[src/design/cdq_pkg.sv]
// ----------------------------------------------------------------------------
// cdq_pkg
// Shared constants, operation and status codes, and the control and status
// bundles passed between the deque controller and its datapath.
// ----------------------------------------------------------------------------
package cdq_pkg;

   localparam int DEPTH_DEFAULT = 8;
   localparam int WORD_W        = 32;
   localparam int FUNC_W        = 3;
   localparam int STATUS_W      = 2;

   // operation codes carried in a request
   localparam logic [FUNC_W-1:0] FN_PUSH_FRONT = 3'd0;
   localparam logic [FUNC_W-1:0] FN_PUSH_REAR  = 3'd1;
   localparam logic [FUNC_W-1:0] FN_POP_FRONT  = 3'd2;
   localparam logic [FUNC_W-1:0] FN_POP_REAR   = 3'd3;
   localparam logic [FUNC_W-1:0] FN_PEEK_FRONT = 3'd4;
   localparam logic [FUNC_W-1:0] FN_PEEK_REAR  = 3'd5;
   localparam logic [FUNC_W-1:0] FN_LIST       = 3'd6;

   // result status codes
   localparam logic [STATUS_W-1:0] STAT_OK    = 2'd0;
   localparam logic [STATUS_W-1:0] STAT_FULL  = 2'd1;
   localparam logic [STATUS_W-1:0] STAT_EMPTY = 2'd2;

   // controller to datapath
   typedef struct packed {
      logic exec;   // carry out the accepted request
      logic load;   // capture memory read data into the result register
      logic walk;   // issue the next read of a list walk
   } cmd_type;

   // datapath to controller
   typedef struct packed {
      logic is_empty;
      logic out_last;
   } stat_type;

endpackage

[src/design/cdq_intf.sv]
// ----------------------------------------------------------------------------
// cdq_intf
// Valid/ready channels for deque requests and responses.
// ----------------------------------------------------------------------------
interface cdq_req_if;
   logic                                valid;
   logic                                ready;
   logic [cdq_pkg::FUNC_W-1:0]          func;
   logic signed [cdq_pkg::WORD_W-1:0]   push_value;

   modport source (output valid, output func, output push_value, input ready);
   modport sink   (input valid, input func, input push_value, output ready);
endinterface

interface cdq_rsp_if;
   logic                                valid;
   logic                                ready;
   logic signed [cdq_pkg::WORD_W-1:0]   word_out;
   logic [cdq_pkg::STATUS_W-1:0]        status;
   logic                                last;

   modport source (output valid, output word_out, output status, output last,
                   input ready);
   modport sink   (input valid, input word_out, input status, input last,
                   output ready);
endinterface

[src/design/circular_deque_top.sv]
// ----------------------------------------------------------------------------
// circular_deque_top
// Double-ended queue of signed 32-bit words in a circular store, with push,
// pop and peek at either end and a front-to-rear list walk.
// ----------------------------------------------------------------------------
//  channel   dir   handshake      payload
//  req_chan  in    valid/ready    func, push_value
//  rsp_chan  out   valid/ready    word_out, status, last
//
//  one request at a time: a push, or any empty result, goes from acceptance
//  straight to the response; pop, peek and each listed word first pass
//  through the registered store read. a list of n words gives n responses,
//  and the read for each word starts only once the previous one is taken.
//  reset is synchronous and empties the deque; no clearing pass is needed.
//  a stalled response holds its values and blocks new requests.
module circular_deque_top #(
   parameter int DEPTH = cdq_pkg::DEPTH_DEFAULT
) (
   input logic              clock,
   input logic              reset,
   cdq_req_if.sink          req_chan,
   cdq_rsp_if.source        rsp_chan
);

   cdq_pkg::cmd_type  cmd;
   cdq_pkg::stat_type stat;

   cdq_ctrl u_ctrl (
      .clock     (clock),
      .reset     (reset),
      .req_valid (req_chan.valid),
      .req_func  (req_chan.func),
      .req_ready (req_chan.ready),
      .rsp_valid (rsp_chan.valid),
      .rsp_ready (rsp_chan.ready),
      .stat      (stat),
      .cmd       (cmd)
   );

   cdq_dp #(
      .DEPTH (DEPTH)
   ) u_dp (
      .clock          (clock),
      .reset          (reset),
      .cmd            (cmd),
      .req_func       (req_chan.func),
      .req_push_value (req_chan.push_value),
      .stat           (stat),
      .rsp_word_out   (rsp_chan.word_out),
      .rsp_status     (rsp_chan.status),
      .rsp_last       (rsp_chan.last)
   );

endmodule

[src/design/cdq_ram.sv]
// ----------------------------------------------------------------------------
// cdq_ram
// Generic single-write, single-read memory with registered read data.
// ----------------------------------------------------------------------------
module cdq_ram #(
   parameter int WIDTH = cdq_pkg::WORD_W,
   parameter int DEPTH = cdq_pkg::DEPTH_DEFAULT
) (
   input  logic                     clock,
   input  logic                     wr_en,
   input  logic [$clog2(DEPTH)-1:0] wr_addr,
   input  logic [WIDTH-1:0]         wr_data,
   input  logic                     rd_en,
   input  logic [$clog2(DEPTH)-1:0] rd_addr,
   output logic [WIDTH-1:0]         rd_data
);

   logic [WIDTH-1:0] mem_ff [DEPTH];
   logic [WIDTH-1:0] rd_data_ff;

   always_ff @(posedge clock) begin
      if (wr_en) begin
         mem_ff[wr_addr] <= wr_data;
      end
      if (rd_en) begin
         rd_data_ff <= mem_ff[rd_addr];
      end
   end

   assign rd_data = rd_data_ff;

endmodule

[src/design/cdq_ctrl.sv]
// ----------------------------------------------------------------------------
// cdq_ctrl
// Sequencer for the deque: takes one request, waits on memory reads, and
// walks a list response out one word per handshake.
// ----------------------------------------------------------------------------
module cdq_ctrl (
   input  logic                       clock,
   input  logic                       reset,
   input  logic                       req_valid,
   input  logic [cdq_pkg::FUNC_W-1:0] req_func,
   output logic                       req_ready,
   output logic                       rsp_valid,
   input  logic                       rsp_ready,
   input  cdq_pkg::stat_type          stat,
   output cdq_pkg::cmd_type           cmd
);

   typedef enum logic [2:0] {
      S_IDLE = 3'b001,
      S_READ = 3'b010,
      S_SEND = 3'b100
   } state_type;

   state_type state_ff;
   state_type state_in;

   always_comb begin
      state_in  = state_ff;
      req_ready = 1'b0;
      rsp_valid = 1'b0;
      cmd       = '0;
      unique case (state_ff)
         S_IDLE: begin
            req_ready = 1'b1;
            if (req_valid) begin
               cmd.exec = 1'b1;
               unique case (req_func)
                  cdq_pkg::FN_PUSH_FRONT, cdq_pkg::FN_PUSH_REAR: begin
                     state_in = S_SEND;
                  end
                  cdq_pkg::FN_POP_FRONT, cdq_pkg::FN_POP_REAR,
                  cdq_pkg::FN_PEEK_FRONT, cdq_pkg::FN_PEEK_REAR,
                  cdq_pkg::FN_LIST: begin
                     state_in = stat.is_empty ? S_SEND : S_READ;
                  end
                  default: begin
                     state_in = S_IDLE;
                  end
               endcase
            end
         end
         S_READ: begin
            cmd.load = 1'b1;
            state_in = S_SEND;
         end
         S_SEND: begin
            rsp_valid = 1'b1;
            if (rsp_ready) begin
               if (stat.out_last) begin
                  state_in = S_IDLE;
               end else begin
                  cmd.walk = 1'b1;
                  state_in = S_READ;
               end
            end
         end
         default: begin
            state_in = S_IDLE;
         end
      endcase
   end

   always_ff @(posedge clock) begin
      if (reset) begin
         state_ff <= S_IDLE;
      end else begin
         state_ff <= state_in;
      end
   end

endmodule

[src/design/cdq_dp.sv]
// ----------------------------------------------------------------------------
// cdq_dp
// Deque datapath: head and tail pointers, word store, list walk pointer and
// the response register.
// ----------------------------------------------------------------------------
module cdq_dp #(
   parameter int DEPTH = cdq_pkg::DEPTH_DEFAULT
) (
   input  logic                               clock,
   input  logic                               reset,
   input  cdq_pkg::cmd_type                   cmd,
   input  logic [cdq_pkg::FUNC_W-1:0]         req_func,
   input  logic signed [cdq_pkg::WORD_W-1:0]  req_push_value,
   output cdq_pkg::stat_type                  stat,
   output logic signed [cdq_pkg::WORD_W-1:0]  rsp_word_out,
   output logic [cdq_pkg::STATUS_W-1:0]       rsp_status,
   output logic                               rsp_last
);

   localparam int IDX_W = $clog2(DEPTH);
   localparam logic [IDX_W-1:0] IDX_MAX = IDX_W'(DEPTH - 1);

   function automatic logic [IDX_W-1:0] wrap_inc(input logic [IDX_W-1:0] i);
      return (i == IDX_MAX) ? '0 : i + 1'b1;
   endfunction

   function automatic logic [IDX_W-1:0] wrap_dec(input logic [IDX_W-1:0] i);
      return (i == '0) ? IDX_MAX : i - 1'b1;
   endfunction

   logic [IDX_W-1:0] head_ff, head_in;
   logic [IDX_W-1:0] tail_ff, tail_in;
   logic             empty_ff, empty_in;
   logic [IDX_W-1:0] walk_ff, walk_in;
   logic [IDX_W-1:0] cnt_ff, cnt_in;
   logic             list_ff, list_in;

   logic signed [cdq_pkg::WORD_W-1:0] word_ff, word_in;
   logic [cdq_pkg::STATUS_W-1:0]      status_ff, status_in;
   logic                              last_ff, last_in;

   logic                       full;
   logic                       wr_en;
   logic [IDX_W-1:0]           wr_addr;
   logic                       rd_en;
   logic [IDX_W-1:0]           rd_addr;
   logic [cdq_pkg::WORD_W-1:0] rd_data;

   assign full = !empty_ff && (wrap_inc(tail_ff) == head_ff);

   always_comb begin
      head_in   = head_ff;
      tail_in   = tail_ff;
      empty_in  = empty_ff;
      walk_in   = walk_ff;
      cnt_in    = cnt_ff;
      list_in   = list_ff;
      word_in   = word_ff;
      status_in = status_ff;
      last_in   = last_ff;
      wr_en     = 1'b0;
      wr_addr   = '0;
      rd_en     = 1'b0;
      rd_addr   = walk_ff;

      if (cmd.exec) begin
         word_in   = '0;
         last_in   = 1'b1;
         status_in = cdq_pkg::STAT_OK;
         list_in   = (req_func == cdq_pkg::FN_LIST);
         unique case (req_func)
            cdq_pkg::FN_PUSH_FRONT, cdq_pkg::FN_PUSH_REAR: begin
               if (full) begin
                  status_in = cdq_pkg::STAT_FULL;
               end else if (empty_ff) begin
                  // first word always lands in entry zero
                  wr_en    = 1'b1;
                  wr_addr  = '0;
                  head_in  = '0;
                  tail_in  = '0;
                  empty_in = 1'b0;
               end else if (req_func == cdq_pkg::FN_PUSH_FRONT) begin
                  wr_en   = 1'b1;
                  wr_addr = wrap_dec(head_ff);
                  head_in = wrap_dec(head_ff);
               end else begin
                  wr_en   = 1'b1;
                  wr_addr = wrap_inc(tail_ff);
                  tail_in = wrap_inc(tail_ff);
               end
            end
            cdq_pkg::FN_POP_FRONT, cdq_pkg::FN_POP_REAR,
            cdq_pkg::FN_PEEK_FRONT, cdq_pkg::FN_PEEK_REAR: begin
               if (empty_ff) begin
                  status_in = cdq_pkg::STAT_EMPTY;
               end else begin
                  rd_en   = 1'b1;
                  rd_addr = (req_func == cdq_pkg::FN_POP_FRONT ||
                             req_func == cdq_pkg::FN_PEEK_FRONT) ? head_ff : tail_ff;
                  if (req_func == cdq_pkg::FN_POP_FRONT ||
                      req_func == cdq_pkg::FN_POP_REAR) begin
                     if (head_ff == tail_ff) begin
                        empty_in = 1'b1;
                        head_in  = '0;
                        tail_in  = '0;
                     end else if (req_func == cdq_pkg::FN_POP_FRONT) begin
                        head_in = wrap_inc(head_ff);
                     end else begin
                        tail_in = wrap_dec(tail_ff);
                     end
                  end
               end
            end
            cdq_pkg::FN_LIST: begin
               if (empty_ff) begin
                  status_in = cdq_pkg::STAT_EMPTY;
               end else begin
                  rd_en   = 1'b1;
                  rd_addr = head_ff;
                  walk_in = head_ff;
                  cnt_in  = '0;
               end
            end
            default: begin
               list_in = 1'b0;
            end
         endcase
      end

      if (cmd.load) begin
         word_in = $signed(rd_data);
         if (list_ff) begin
            // walk_ff still points at the word just read
            last_in = (walk_ff == tail_ff) || (cnt_ff == IDX_MAX);
            walk_in = wrap_inc(walk_ff);
            cnt_in  = cnt_ff + 1'b1;
         end else begin
            last_in = 1'b1;
         end
      end

      if (cmd.walk) begin
         rd_en   = 1'b1;
         rd_addr = walk_ff;
      end
   end

   always_ff @(posedge clock) begin
      if (reset) begin
         head_ff  <= '0;
         tail_ff  <= '0;
         empty_ff <= 1'b1;
         list_ff  <= 1'b0;
      end else begin
         head_ff  <= head_in;
         tail_ff  <= tail_in;
         empty_ff <= empty_in;
         list_ff  <= list_in;
      end
   end

   always_ff @(posedge clock) begin
      walk_ff   <= walk_in;
      cnt_ff    <= cnt_in;
      word_ff   <= word_in;
      status_ff <= status_in;
      last_ff   <= last_in;
   end

   cdq_ram #(
      .WIDTH (cdq_pkg::WORD_W),
      .DEPTH (DEPTH)
   ) u_store (
      .clock   (clock),
      .wr_en   (wr_en),
      .wr_addr (wr_addr),
      .wr_data (req_push_value),
      .rd_en   (rd_en),
      .rd_addr (rd_addr),
      .rd_data (rd_data)
   );

   assign stat.is_empty = empty_ff;
   assign stat.out_last = last_ff;
   assign rsp_word_out  = word_ff;
   assign rsp_status    = status_ff;
   assign rsp_last      = last_ff;

endmodule

[src/flat_wrapper.sv]
// flat-port wrapper written by rule: the top's interface ports become plain ports
module circular_deque_top_flat 
#(
   parameter int DEPTH = cdq_pkg::DEPTH_DEFAULT
)
  (clock, reset, req_chan_valid, req_chan_func, req_chan_push_value, req_chan_ready, rsp_chan_valid, rsp_chan_word_out, rsp_chan_status, rsp_chan_last, rsp_chan_ready);
  cdq_req_if req_chan_i ();
  cdq_rsp_if rsp_chan_i ();
  input logic clock;
  input logic reset;
  input wire logic [$bits(req_chan_i.valid)-1:0] req_chan_valid;
  input wire logic [$bits(req_chan_i.func)-1:0] req_chan_func;
  input wire logic [$bits(req_chan_i.push_value)-1:0] req_chan_push_value;
  output wire logic [$bits(req_chan_i.ready)-1:0] req_chan_ready;
  output wire logic [$bits(rsp_chan_i.valid)-1:0] rsp_chan_valid;
  output wire logic [$bits(rsp_chan_i.word_out)-1:0] rsp_chan_word_out;
  output wire logic [$bits(rsp_chan_i.status)-1:0] rsp_chan_status;
  output wire logic [$bits(rsp_chan_i.last)-1:0] rsp_chan_last;
  input wire logic [$bits(rsp_chan_i.ready)-1:0] rsp_chan_ready;
  assign req_chan_i.valid = req_chan_valid;
  assign req_chan_i.func = req_chan_func;
  assign req_chan_i.push_value = req_chan_push_value;
  assign req_chan_ready = req_chan_i.ready;
  assign rsp_chan_valid = rsp_chan_i.valid;
  assign rsp_chan_word_out = rsp_chan_i.word_out;
  assign rsp_chan_status = rsp_chan_i.status;
  assign rsp_chan_last = rsp_chan_i.last;
  assign rsp_chan_i.ready = rsp_chan_ready;
  circular_deque_top #(.DEPTH(DEPTH)) u_core (.clock(clock), .reset(reset), .req_chan(req_chan_i), .rsp_chan(rsp_chan_i));
endmodule
[config.mk]
export PLATFORM = sky130hd
export DESIGN_NAME = circular_deque_top_flat
export DESIGN_NICKNAME = d
export VERILOG_FILES = /design/src/design/cdq_pkg.sv /design/src/design/cdq_intf.sv /design/src/design/circular_deque_top.sv /design/src/design/cdq_ram.sv /design/src/design/cdq_ctrl.sv /design/src/design/cdq_dp.sv /design/src/flat_wrapper.sv
export SDC_FILE = /design/constraint.sdc
export NUM_CORES = 1
export LEC_CHECK = 0
export BUFFER_PORTS_ARGS = -buffer_cell sky130_fd_sc_hd__buf_2
export CORE_MARGIN = 8
export CORE_UTILIZATION = 50
export CTS_CLUSTER_SIZE = 28
export DETAILED_ROUTE_END_ITERATION = 16
export HOLD_SLACK_MARGIN = 0.15
export PLACE_DENSITY = 0.74
export REMOVE_ABC_BUFFERS = 1
export SLEW_MARGIN = 20
export SYNTH_ARGS = -nofsm -noshare
export SYNTH_HDL_FRONTEND = slang
export SYNTH_SLANG_ARGS = --single-unit
[constraint.sdc]
create_clock -name clock -period 11.6 [get_ports clock]
set_input_delay 2.32 -clock clock [delete_from_list [all_inputs] [get_ports clock]]
set_output_delay 2.32 -clock clock [all_outputs]
set_load 0.005 [all_outputs]
Word level (Yosys, flattened, before mapping)
Memory sizes are Yosys's and may differ from the RTL's. A register that Yosys moved wholly into a read port is not among the register bits.
Index checks and enable logic that the tools add are counted.
Widths: inputs -> output; s select.
{"block": "totals", "wordCells": 137, "register_bits": 52, "rom_bits": 0, "output_inout_bits": 37, "latch_bits": 0, "ramBits": 256, "n_memories": 1}
{"block": "op_classes", "shifts": 0, "n_mul": 0, "n_bitwise": 0, "order_cmp": 0, "eq_ne": 25, "div_mod_pow": 0, "n_addsub": 6, "n_mux": 78, "n_reduce_logical": 17}
{"memory": "u_core.u_dp.u_store.mem_ff", "words": 8, "word_bits": 32, "read_ports": 1, "rd_ports_with_merged_regs": 1, "wr": 1, "line": "cdq_ram.sv:18", "text": "logic [WIDTH-1:0] mem_ff [DEPTH];"}
{"op": "$mux 3", "count": 41}
{"op": "$mux 32", "count": 2}
{"op": "$mux 1", "count": 26}
{"op": "$eq 3x3->1 const B", "count": 8}
{"op": "$pmux 3 s2", "count": 4}
{"op": "$reduce_and 7->1", "count": 2}
{"op": "$add 3x1->3 const B", "count": 4}
{"op": "$ne 2x2->1 const B", "count": 5}
{"op": "$eq 3x2->1 const B", "count": 3}
{"op": "$eq 3x3->1", "count": 3}
{"op": "$logic_not 3->1", "count": 3}
{"op": "$ne 3x3->1 const B", "count": 3}
{"op": "$pmux 3 s3", "count": 1}
{"op": "$eq 3x1->1 const B", "count": 2}
{"op": "$sub 3x1->3 const B", "count": 2}
{"op": "$reduce_or 5->1", "count": 1}
{"op": "$mux 2", "count": 2}
{"op": "$pmux 2 s2", "count": 1}
{"op": "$reduce_bool 2->1", "count": 2}
{"op": "$reduce_or 4->1", "count": 1}
{"op": "$logic_or 1x1->1", "count": 3}
{"op": "$ne 3x2->1 const B", "count": 1}
{"op": "$reduce_and 3->1", "count": 1}
{"op": "$pmux 1 s2", "count": 1}
{"op": "4 further kinds", "count": 4}

Depth between registers and ports, before layout
Gate-level depths: netlist of run 1.
{"block": "depth", "word_depth": 9, "mapped_depth": 12}

Hierarchy
From an unflattened synthesis of run 1, not the netlist that was laid out.
{"block": "hier_totals", "hier_cells": 681, "hier_area_um2": 13654.3}
{"module": "cdq_ram", "n_inst": 1, "area_per_inst_um2": 10786.6, "seq_area_each_um2": 8648.3, "cells_per_inst": 415}
{"module": "cdq_dp", "n_inst": 1, "area_per_inst_um2": 2626.3, "seq_area_each_um2": 1331.3, "cells_per_inst": 239}
{"module": "cdq_ctrl", "n_inst": 1, "area_per_inst_um2": 241.5, "seq_area_each_um2": 60.1, "cells_per_inst": 27}

Worst setup path before layout of run 1
No wires, ideal clock.
{"block": "synth_path", "path_kind": "input to register", "start": "input port req_chan_func[0]", "end": "memory u_core.u_dp.u_store.mem_ff[4][0] in the netlist's numbering, enable pin", "t_arrival_ns": 5.584, "required_time_ns": 11.139, "cell_stages": 5, "path_slack_ns": 5.555, "path_cell_list": "buf_2 nor3_1 a31oi_1 a21o_1 nor3_1"}
{"block": "synth_between", "elab_chain_cells": 6, "word_cells_on_any_way": 12, "classes_between": "1 x eq/ne; 9 x mux; 2 x reduce/logical"}
{"item": "from (decl)", "line": "flat_wrapper.sv:12", "text": "input wire logic [$bits(req_chan_i.func)-1:0] req_chan_func;"}
{"item": "$eq 3x1->1 or $logic_not 3->1 (tied branches)", "line": "cdq_dp.sv:71, cdq_dp.sv:82"}
{"item": "$reduce_or 2->1 or $mux 3 (tied branches)", "line": "cdq_dp.sv:71, cdq_dp.sv:82"}
{"item": "$mux 1 or $mux 3 (tied branches)", "line": "cdq_dp.sv:71, cdq_dp.sv:75"}
{"item": "$mux 1 or $mux 3 (tied branches)", "line": "cdq_dp.sv:66, cdq_dp.sv:73"}
{"item": "$mux 1 or $mux 3 (tied branches)", "line": "cdq_ram.sv:22, cdq_dp.sv:71"}
{"item": "$mux 1 (not written as such) or $mux 3 (tied branches)", "line": "cdq_ram.sv:23, cdq_dp.sv:66"}
{"item": "to (decl)", "line": "cdq_ram.sv:18"}
Several ways; a longest one is shown, not always the timed one.

Final worst setup path of run 1
{"block": "layout_path", "start": "input port req_chan_func[1]", "end": "register u_core.u_dp.u_store.rd_data_ff[29] (netlist: u_core.u_dp.u_store.rd_data[29]), read port of u_core.u_dp.u_store.mem_ff (data pin)"}
{"block": "layout_between", "elab_chain_cells": 7, "word_cells_on_any_way": 16, "classes_between": "5 x eq/ne; 8 x mux; 3 x reduce/logical"}
{"item": "$eq 3x2->1 or $eq 3x3->1 (tied branches)", "line": "cdq_dp.sv:71, cdq_dp.sv:98, cdq_dp.sv:99"}
{"item": "$logic_or 1x1->1", "line": "cdq_dp.sv:98", "text": "rd_addr = (req_func == cdq_pkg::FN_POP_FRONT ||"}
{"item": "$mux 3", "line": "cdq_dp.sv:99", "text": "req_func == cdq_pkg::FN_PEEK_FRONT) ? head_ff : tail_ff;"}
{"item": "$mux 3", "line": "cdq_dp.sv:94", "text": "if (empty_ff) begin"}
{"item": "$pmux 3 s2", "line": "cdq_dp.sv:71", "text": "unique case (req_func)"}
{"item": "$mux 3", "line": "cdq_dp.sv:66", "text": "if (cmd.exec) begin"}
{"item": "$mux 3", "line": "cdq_dp.sv:142", "text": "if (cmd.walk) begin"}
{"item": "to (decl)", "line": "cdq_ram.sv:19", "text": "logic [WIDTH-1:0] rd_data_ff;"}
Several ways; a longest one is shown, not always the timed one.
A chain may end at the register's enable or synchronous reset.

==> summary.md, run 1 <==
| Metric | Value |
|---|---|
| CTS tree | yes |
| Final setup viols | 0 |
| # Post-CTS Setup Buffers | 0 |
| Post-Synthesis Cells | ~820 |
| Crit Path Max Fanout | 20 |
| Critical path depth | 10 |
| Synth warnings | 0 |
| Vias in the first global route | roughly 7400 |
| Pins over their slew limit | 0 |
| CTS clock-pin slew for the worst setup and hold paths | 0.06 ns |
| Fill count | approximately 2100 |
| Final Non-Filler Cells | approximately 1300 |
| Synth cell types | 64 |
| Syn Std Cell Area | 14210 um2 |
| Crit end category | register |
| Placed wire-length estimate | 15340 um |
| Avg Cell Area, Syn | about 17 um2 |
| Top-count cell post-synth | edfxtp_1 |
| Total I/O pin count | 76 |
| Vias per cell | 5.545 |
| Num CTS Buffers | 36 |
| Post-layout net count | 961 |
| Initial DRC Count | just over 500 |
| Final hold slack | 0.4637 ns |
| Final hold vios | 0 |
| First drt pass iteration count | 5 |
| Setup repair after global routing missed its margin | no |
| Combinational fraction of design power | 12.3% |
| Clock root buffer | clkbuf_16 |
| H-tree Lvls | 2 |
| Placed Instances | 1246 |
| Switch share | between 20 and 25% |
| Leakage power figure | between 5 and 6 nW |
| Largest net degree at the start of global routing | 60 |
| Port Buf Inserts | 75 |
| Global route overflow | 0 |
| Vias | 7247 |
| Worst R2R Setup Slack | 7.65 ns |
| Seq/Total Area, Yosys | 70.64% |
| Die Y | 184.6 um |
| Worst Path Arrival | 5.81 ns |
| Flops & latches, synth | 340 |
| Initial antenna violation count | 4 |
| Minimum clock period | 5.557 ns |
| Fin crit share | 47.91% |
| Slew @ Worst Pin | 1.055 ns |
| Antenna Violating Nets Remaining | 0 |
| Core box area | 27860 um2 |
| End of the critical path | u_core.u_dp.u_store.rd_data[29] |
| Asr flop ratio synth | 0% |
| Startpoint Class | input port |
| Clock power frac | between 30% and 40% |
| Power Internal | 0.002123 W |
| Critical-path cell list | buf_2 -> inv_1 -> ha_1 -> o211ai_2 -> and2_0 -> a211oi_4 -> buf_4 -> o21ai_2 -> a41oi_1 -> nor3_1 |
| Leading area contributor after synthesis | edfxtp_1 |
| Clock latency on the worst-skew pair | 0.51 ns |
| Max Clock Skew | 0.01017 ns |
| Area occupied by multi-input gates | 3900 um2 |
| Routed WL | 27370 um |
| TNS Setup | 0 ns |
| Clock sinks | 340 |
| Max Freq | 0.1799 GHz |
| Drt wl/cell | ~21 um |
| Slew margin rel. | roughly 30% |
| Top post-synthesis cells by area | edfxtp_1 68%, mux2i_1 4.3%, a221oi_2 3.2%, mux2_4 3.2%, o22ai_2 2.7% |
| Top post-synthesis cells by count | 323 x edfxtp_1, 61 x mux2i_1, 34 x and2_1 |
| Drt drc | 0 |
| Fraction of layout cells with a size suffix above 1 | 29.53% |
| Max incr delay on CP | 0.95 ns |
| Max IR drop VDD | ~85 uV |
| Post-synth top area share | 68.25% |
| Critical path buffers and inverters | 3 |
| Worst min path class | reg -> reg |
| P&R area growth vs syn | 12.91% |
| Slowest cell on crit path | a211oi_4 |
| Largest delay share family, worst path | compound AO/OA/AOI/OAI gates |
| Seq pwr share | 50.2% |
| Status | finished, final reports clean |
| Starting Density | around 50% |
| Gpl congestion | 0.8742 |
| Maxcap violations | 0 |
| Synth Flop Type | edfxtp_1 |
| Die ar. | 34080 um2 |
| GRT Total Usage | 16.08% |
| First-pass GRT wire length | 41890 um |
| Launching point of the worst reg2reg path | u_core.u_ctrl.state_ff[2] |
| Critical path type | in -> reg |
| FF-to-FF End | u_core.u_dp.u_store.rd_data[29] |
| P per Cell Area | 172.4 nW/um2 |
| Die width | 184.6 um |
| Sw Pwr | ~0.00064 W |
| Critical Path RT | about 12 ns |
| Cells resized by post-CTS repair | 0 |
| Row Count | 61 |
| CTS Hold Bufs | 0 |
| FF-to-FF path depth | 9 |
| CP startpoint | req_chan_func[1] |
| Total area of sequential cells | approximately 10000 um2 |
| Post-synth EDFFs | 323 |
| Deepest clock path buffer count | 3 |
==> per-stage QoR <==
step	util [%]	area, um2	setup slack (ns)	total power (W)
finish	57.60	16050	6.043	0.002766
global route	57.59	16040	5.775	0.002866
CTS	57.59	16040	6.068	0.002793
detailed placement	53.79	14980	5.537	0.001757
global placement	53.79	14980	5.631	0.001751
floorplan	-	13880	3.293	0.001685
==> worst min-delay path, cell delays in order (launching register included) <==
cell and delay, ns:
dfxtp_1 0.31, nand3_1 0.06, nand2_1 0.04
==> flip-flops by register name, summed over array words and instances, names as in the netlist <==
signal	cells
u_core.u_dp.u_store.mem_ff	256
u_core.u_dp.rsp_word_out	32
u_core.u_dp.u_store.rd_data	32
u_core.u_ctrl.state_ff	3
u_core.u_dp.cnt_ff	3
u_core.u_dp.head_ff	3
u_core.u_dp.tail_ff	3
u_core.u_dp.walk_ff	3
u_core.u_dp.rsp_status	2
u_core.u_dp.empty_ff	1
u_core.u_dp.list_ff	1
u_core.u_dp.rsp_last	1
==> worst min-delay path by stage <==
stage	startpoint	end	slack, ns	cells after the start
CTS	u_core.u_dp.cnt_ff[2]	u_core.u_dp.cnt_ff[2]	0.46	2
global route	u_core.u_dp.cnt_ff[2]	u_core.u_dp.cnt_ff[2]	0.50	2
finish	u_core.u_dp.cnt_ff[2]	u_core.u_dp.cnt_ff[2]	0.46	2
floorplan	u_core.u_dp.cnt_ff[1]	u_core.u_dp.cnt_ff[1]	0.44	2
detailed placement	u_core.u_dp.cnt_ff[1]	u_core.u_dp.cnt_ff[1]	0.46	2
global placement	u_core.u_dp.cnt_ff[2]	u_core.u_dp.cnt_ff[2]	0.45	2
==> cell families after synthesis <==
| group | Yosys count | share of synthesized area [%] |
|---|---|---|
| DFF | 340 | 70.64 |
| AOI/OAI and AO/OA | 135 | 9.657 |
| and+or+nand+nor | 135 | 4.948 |
| muxes | 122 | 9.922 |
| buffers and inverters | 58 | 2.747 |
| adders and majority gates | 16 | 1.409 |
| xor gates and xnor gates | 11 | 0.6779 |
==> cell usage in the layout (no fill, tap or decap), types with 6 or more instances in the layout <==
| cell | instances |
|---|---|
| edfxtp_1 | 323 |
| buf_2 | 75 |
| mux2i_1 | 61 |
| clkbuf_16 | 37 |
| and2_1 | 34 |
| mux2_4 | 30 |
| o22ai_2 | 30 |
| a221oi_2 | 30 |
| nor2_1 | 26 |
| nand2_1 | 25 |
| mux2_2 | 20 |
| buf_4 | 18 |
| dfxtp_1 | 17 |
| ha_1 | 16 |
| inv_1 | 14 |
| a21oi_1 | 14 |
| mux2_1 | 11 |
| nor3_1 | 10 |
| nand3_1 | 9 |
| o21ai_0 | 9 |
| a211oi_1 | 8 |
| clkinv_1 | 8 |
| clkbuf_1 | 8 |
| nand2b_1 | 6 |
| xor2_1 | 6 |
| nor2_4 | 6 |
==> metal layers <==
metal  GRT usage, %  part of all wire [%]  vias up
met1          20.08                    42     3609
li1               -                     -     3393
met2          28.14                    50      185
met3          3.131                   5.5       54
met5              0                  0.12        -
met4          4.485                   2.0        6
==> layout make-up <==
| type | count | share of cell area [%] |
|---|---|---|
| Antenna cell | 1 | 0.01559 |
| Inverter | 16 | 0.3821 |
| Clock inverter | 15 | 0.6472 |
| Sequential cell | 340 | 62.57 |
| Tap cell | 378 | 2.947 |
| Multi-Input combinational cell | 419 | 24.30 |
| Clock buffer | 45 | 5.957 |
| Timing Repair Buffer | 93 | 3.181 |
==> power by group through the flow <==
stage | registers (W) | clock network (W) | logic (W)
2_1_floorplan | 0.00142 | 0 | 0.000269
3_3_place_gp | 0.00141 | 0 | 0.000336
3_5_place_dp | 0.00142 | 0 | 0.000342
4_1_cts | 0.00139 | 0.00106 | 0.000343
5_1_grt | 0.00139 | 0.00111 | 0.000369
6_report | 0.00139 | 0.00104 | 0.000339
Note: power is estimated with default switching activity, not from simulation.
==> run 2, diff against run 1 <==
Settings changed: PLACE_DENSITY 0.74 to 0.77.
Clock period 11.6 ns to 4.9 ns, I/O delays scaled along.
==> run 2 against run 1 <==
Wire length increased by 3.7%. Critical path depth is 1 higher. Design area is 1.2% higher. Clock skew up 0.0056 ns. Clock power up 140%. Setup slack got worse by 4.9 ns. Die area unchanged. Sequential share of layout area down 0.71 points. Combinational power rose by 150%. Register-to-register slack worse by 6.4 ns. Largest cell class unchanged. Non-clock buffer count up 10. Via count increased by 1.6%. Critical path type unchanged.
==> summary.md, run 2 (same netlist as run 1, synthesis figures left out) <==
| Metric | Value |
|---|---|
| Post-layout util | 58.27% |
| Row Count | 61 |
| CTS clock-pin slew for the worst setup and hold paths | 0.06 ns |
| # diodes | 0 |
| Max Clock Skew | 0.01572 ns |
| Drt drc | 0 |
| Initial antenna violation count | 1 |
| Combinational fraction of design power | 12.6% |
| Fill count | about 2100 |
| Global route overflow | 0 |
| Switch share | about a quarter |
| Seq pwr share | 49.3% |
| Power Total | 0.006670 W |
| Drt wl/cell | around 22 um |
| Pins over their slew limit | 0 |
| Status | finished, final reports clean |
| # Post-CTS Setup Buffers | 0 |
| Sw Pwr | 0.001557 W |
| Commonest non-fill, non-tap cells in the layout | 323 x edfxtp_1, 75 x buf_2, 61 x mux2i_1 |
| Cells resized by post-CTS repair | 0 |
| Largest net degree at the start of global routing | 37 |
| Maxcap violations | 0 |
| Crit end category | register |
| Commonest non-fill, non-tap cell in the layout | edfxtp_1 |
| CTS tree | yes |
| Worst Path Arrival | between 3 and 4 ns |
| First-pass GRT wire length | 43540 um |
| Fin crit share | around 76% |
| GRT Total Usage | between 10% and 20% |
| Deepest clock path buffer count | 3 |
| Placed wire-length estimate | 16990 um |
| Final Non-Filler Cells | 1316 |
| Clock root buffer | clkbuf_16 |
| P per Cell Area | 410.9 nW/um2 |
| P&R area growth vs syn | 14.21% |
| Routed WL | 28370 um |
| Power Internal | 0.005113 W |
| Starting Density | 51.02% |
| Initial DRC Count | 563 |
| Die ar. | 34080 um2 |
| Critical Path RT | approximately 5 ns |
| Placed Instances | 1256 |
| Fraction of layout cells with a size suffix above 1 | a little under a third |
| Die Y | 184.6 um |
| Port Buf Inserts | 75 |
| Antenna Violating Nets Remaining | 0 |
| CTS Hold Bufs | 0 |
| Vias per cell | 5.593 |
| Num CTS Buffers | 35 |
| Largest register FFs | 256 |
| Top reg by flops | u_core.u_dp.u_store.mem_ff |
| Startpoint Class | input port |
| Die width | 184.6 um |
| Gpl congestion | ~0.9 |
| Max Freq | 0.2697 GHz |
| Clock latency on the worst-skew pair | 0.52 ns |
| Slew @ Worst Pin | 1.072 ns |
| Vias | around 7400 |
| Max IR drop VDD | 220.2 uV |
| Setup repair after global routing missed its margin | no |
| First drt pass iteration count | 5 |
| Post-layout net count | 970 |
| H-tree Lvls | 2 |
| Clock sinks | 340 |
| Crit Path Max Fanout | 35 |
| Vias in the first global route | 7578 |
| Core box area | 27860 um2 |
| Critical path type | in -> reg |
| Minimum clock period | 3.708 ns |
| Final setup viols | 0 |
| Final hold vios | 0 |
| Total I/O pin count | 76 |
| Slew margin rel. | around 28% |
| Clock power frac | 38.1% |
| Worst min path class | reg -> reg |
| Leakage power figure | 5.999 nW |
-- run 2: cell type report --
cell class	instances	area [um2]	area share, %
clock buffers	44	962.2	5.928
multi-input cells	419	3908	24.07
clock inverters	16	140.1	0.8633
flip-flops and latches	340	10040	61.85
well taps	378	473.0	2.914
repair buffers	103	648.1	3.993
inverters	16	61.31	0.3777
-- run 2: routing by layer --
metal	wire length, um	vias up	GRT usage, %
met2	14030	186	28.72
met4	569	2	4.937
met5	10	-	0
met3	1479	49	3.485
met1	12280	3699	21.06
li1	-	3425	-
-- run 2: path summary, 6_finish.rpt --
path         depth (start not counted)                    from                          endpoint  slack [ns]
min reg2reg                          2   u_core.u_dp.cnt_ff[2]             u_core.u_dp.cnt_ff[2]        0.47
min                                  2   u_core.u_dp.cnt_ff[2]             u_core.u_dp.cnt_ff[2]        0.47
max reg2reg                          9  u_core.u_dp.tail_ff[0]  u_core.u_dp.u_store.mem_ff[2][6]        1.28
max                                 11        req_chan_func[1]    u_core.u_dp.u_store.rd_data[2]        1.19
-- run 2: power groups by stage --
stage	registers (W)	clock network, W	logic, W
5_1_grt	0.00329	0.00271	0.000904
4_1_cts	0.00329	0.00260	0.000845
2_1_floorplan	0.00335	0	0.000637
3_5_place_dp	0.00335	0	0.000841
6_report	0.00329	0.00254	0.000838
3_3_place_gp	0.00335	0	0.000818
-- run 2: stage by stage --
stage	TNS, ns	worst slack, ns	hold WS, ns	area (um2)
after detailed placement	0	0.6981	0.4643	15130
after CTS	0	1.227	0.4712	16230
final	0	1.192	0.4706	16230
after floorplan	-64.61	-2.067	0.4377	13880
after global placement	0	0.7552	0.4460	15130
after global routing	0	1.071	0.4949	16230
-- run 2: critical path, cell delays in order --
cell      delay, ns
buf_2          0.25
inv_1          0.13
ha_1           0.51
inv_1          0.22
a211oi_2       0.10
o311ai_1       0.13
and3_4         0.67
buf_4          0.36
mux2_2         0.37
o22ai_2        0.14
a221oi_2       0.05
==> run 3, diff against run 2 <==
Settings changed: ABC_AREA from default to 1, PLACE_DENSITY 0.77 to 0.74.
Clock period 4.9 ns to 3.5 ns, I/O delays scaled along.
==> run 3 against run 2 <==
Flip-flop and latch count did not move. Clock power grew 40%. Area after synthesis grew 4.2%. Sequential share of layout area decreased by 2.3 points. Clock skew decreased by 0.0031 ns. Via count is 34% higher. Critical path depth is 1 lower. Combinational power rose to 3.0 times the previous value. Critical path type is now reg -> reg. Utilization is 0.94 points lower. Non-clock buffer count up 3.
==> summary.md, run 3 <==
| Metric | Value |
|---|---|
| Status | finished, final reports clean |
| First-pass GRT wire length | 51320 um |
| Max incr delay on CP | 0.40 ns |
| Num CTS Buffers | 36 |
| Crit end category | register |
| Syn Std Cell Area | 14810 um2 |
| # Post-CTS Setup Buffers | 0 |
| P per Cell Area | 642.3 nW/um2 |
| Global route overflow | 0 |
| Vias in the first global route | about 9900 |
| Row Count | 63 |
| First drt pass iteration count | 5 |
| Top post-synthesis cells by area | edfxtp_1 66%, nand2_1 12%, nand3_1 5.8%, inv_1 4.2%, dfxtp_1 2.3% |
| Core box area | 29400 um2 |
| Post-synth EDFFs | 323 |
| Power Total | roughly 0.011 W |
| Placed Instances | 1836 |
| Worst Path Arrival | 3.27 ns |
| Deepest clock path buffer count | 3 |
| GR Util met2 | 30.27% |
| Synth cell types | 35 |
| Starting Density | 50.36% |
| Cells resized by post-CTS repair | 0 |
| Final Non-Filler Cells | 1901 |
| Die ar. | ~35000 um2 |
| Post-layout net count | approximately 1500 |
| Seq/Total Area, Yosys | 67.80% |
| Largest register FFs | 256 |
| Vias | 9882 |
| Total I/O pin count | 76 |
| Grt met3 use | around 3.6% |
| Port Buf Inserts | 75 |
| Top-count cell post-synth | nand2_1 |
| Placed wire-length estimate | 18450 um |
| Final hold vios | 0 |
| CTS tree | yes |
| Pins over their slew limit | 0 |
| Initial antenna violation count | 3 |
| Clock latency on the worst-skew pair | approximately 0.5 ns |
| CTS Hold Bufs | 0 |
| TNS Setup | 0 ns |
| Flops & latches, synth | 340 |
| Die Y | 188.1 um |
| Leakage power figure | 7.124 nW |
| Slew margin rel. | 39.83% |
| Clock sinks | 340 |
| Critical Path RT | 3.69 ns |
| Worst min path class | in -> reg |
| Post-synth top area share | 65.50% |
| Startpoint Class | register |
| Asr flop ratio synth | 0% |
| Max IR drop VDD | 368.8 uV |
| Critical-path cell list | ha_1 -> ha_1 -> xor2_1 -> nor2_1 -> nand2_1 -> nand3_1 -> a211o_1 -> nand3b_1 -> nor2_4 -> buf_12 |
| Gr busiest metal | met2 |
| Worst path most repeated cell | ha_1 |
| Commonest non-fill, non-tap cells in the layout | 459 x nand2_1, 323 x edfxtp_1, 172 x nand3_1 |
| Drt drc | 0 |
| CTS clock-pin slew for the worst setup and hold paths | 0.06 ns |
| Area occupied by multi-input gates | 3871 um2 |
| Avg Cell Area, Syn | between 10 and 15 um2 |
| Vias per cell | around 5.2 |
| Gpl congestion | 0.8690 |
| Routed WL | around 32000 um |
| Clock root buffer | clkbuf_16 |
| Largest delay share family, worst path | simple AND/OR/NAND/NOR gates |
| Slowest cell on crit path | dfxtp_1 |
| Top reg by flops | u_core.u_dp.u_store.mem_ff |
| Minimum clock period | 3.081 ns |
| Final setup viols | 0 |
| Fin crit share | 88.02% |
| Leading area contributor after synthesis | edfxtp_1 |
| Top post-synthesis cells by count | 462 x nand2_1, 323 x edfxtp_1, 172 x nand3_1 |
| Crit Path Max Fanout | 32 |
| Antenna Violating Nets Remaining | 0 |
| Synth Flop Type | edfxtp_1 |
| H-tree Lvls | 2 |
| Maxcap violations | 0 |
| P&R area growth vs syn | 13.82% |
| Grt met1 use | about 23% |
| Max Freq | about 0.32 GHz |
| Total area of sequential cells | 10040 um2 |
| Critical path type | reg -> reg |
| Drt wl/cell | 16.80 um |
| Max Clock Skew | 0.01266 ns |
| Synth warnings | 0 |
| Fill count | 2380 |
| Initial DRC Count | about 850 |
| Largest net degree at the start of global routing | 65 |
| Fraction of layout cells with a size suffix above 1 | 11.73% |
| Slew @ Worst Pin | 0.8993 ns |
| Post-Synthesis Cells | between 1000 and 1500 |
| Commonest non-fill, non-tap cell in the layout | nand2_1 |
| Critical path buffers and inverters | 1 |
| Die width | 188.1 um |
| Setup repair after global routing missed its margin | no |
| GRT Total Usage | approximately 18% |
run 3: changes by cell type after synthesis, sizes merged, moves of 7 or more:
cell / change
nand2: +440
nand3: +165
inv: +155
mux2: -61
mux2i: -61
nor2: +43
and2: -35
o22ai: -34
a221oi: -31
nand3b: +31
buf: +26
a211oi: -10
o21ai: +10
nor3: -7
run 3: logic make-up after synthesis:
| family | after synthesis | share of synthesized area, % |
|---|---|---|
| adder cells (fa/ha/maj) | 16 | 1.352 |
| buffers and inverters | 238 | 6.667 |
| flip-flops | 340 | 67.80 |
| AND/OR/NAND/NOR | 754 | 21.67 |
| XOR/XNOR | 9 | 0.5323 |
| AO/OA/AOI/OAI | 50 | 1.977 |
run 3: area by class of cell:
cell class	count	share of cell area [%]
Clock inverter	16	0.7350
Timing Repair Buffer	106	4.276
Inverter	171	3.808
Multi-Input combinational cell	829	22.97
Sequential cell	340	59.57
Clock buffer	47	5.716
Antenna cell	2	0.02970
Tap cell	390	2.895
run 3: path summary, 6_finish.rpt:
path | from | to | slack (ns) | cells past startpoint
max | u_core.u_dp.tail_ff[0] | u_core.u_dp.u_store.mem_ff[0][24] | 0.42 | 10
min | reset | u_core.u_dp.list_ff | 0.39 | 2
max reg2reg | u_core.u_dp.tail_ff[0] | u_core.u_dp.u_store.mem_ff[0][24] | 0.42 | 10
min reg2reg | u_core.u_dp.list_ff | u_core.u_dp.list_ff | 0.48 | 2
run 3: layer usage:
metal	vias up	routed length, um
met3	72	2175
met4	2	635
li1	4809	-
met1	4655	13440
met2	344	15670
met5	-	13
run 3: worst register-to-register path, cell delays in order, from the launching register on:
cell	delay, ns
dfxtp_1	0.40
ha_1	0.24
ha_1	0.34
xor2_1	0.16
nor2_1	0.12
nand2_1	0.07
nand3_1	0.16
a211o_1	0.38
nand3b_1	0.39
nor2_4	0.22
buf_12	0.27
run 3: power breakdown:
group | internal, W | leakage, nW | switching, W
Combinational | 0.000772 | 3.51 | 0.00172
Sequential | 0.00470 | 3.08 | 0.0000757
Clock | 0.00208 | 0.533 | 0.00147
Total | 0.00755 | 7.12 | 0.00327
run 3: per-stage QoR:
step | util, % | hold slack, ns | area, um2 | setup slack [ns]
finish | 57.32 | 0.3895 | 16850 | 0.4192
global route | 57.31 | 0.3762 | 16850 | 0.2316
CTS | 57.30 | 0.3747 | 16850 | 0.3866
detailed placement | 53.61 | 0.4714 | 15760 | 0.2889
global placement | 53.61 | 0.4473 | 15760 | 0.3789
floorplan | - | 0.4341 | 14460 | -2.378
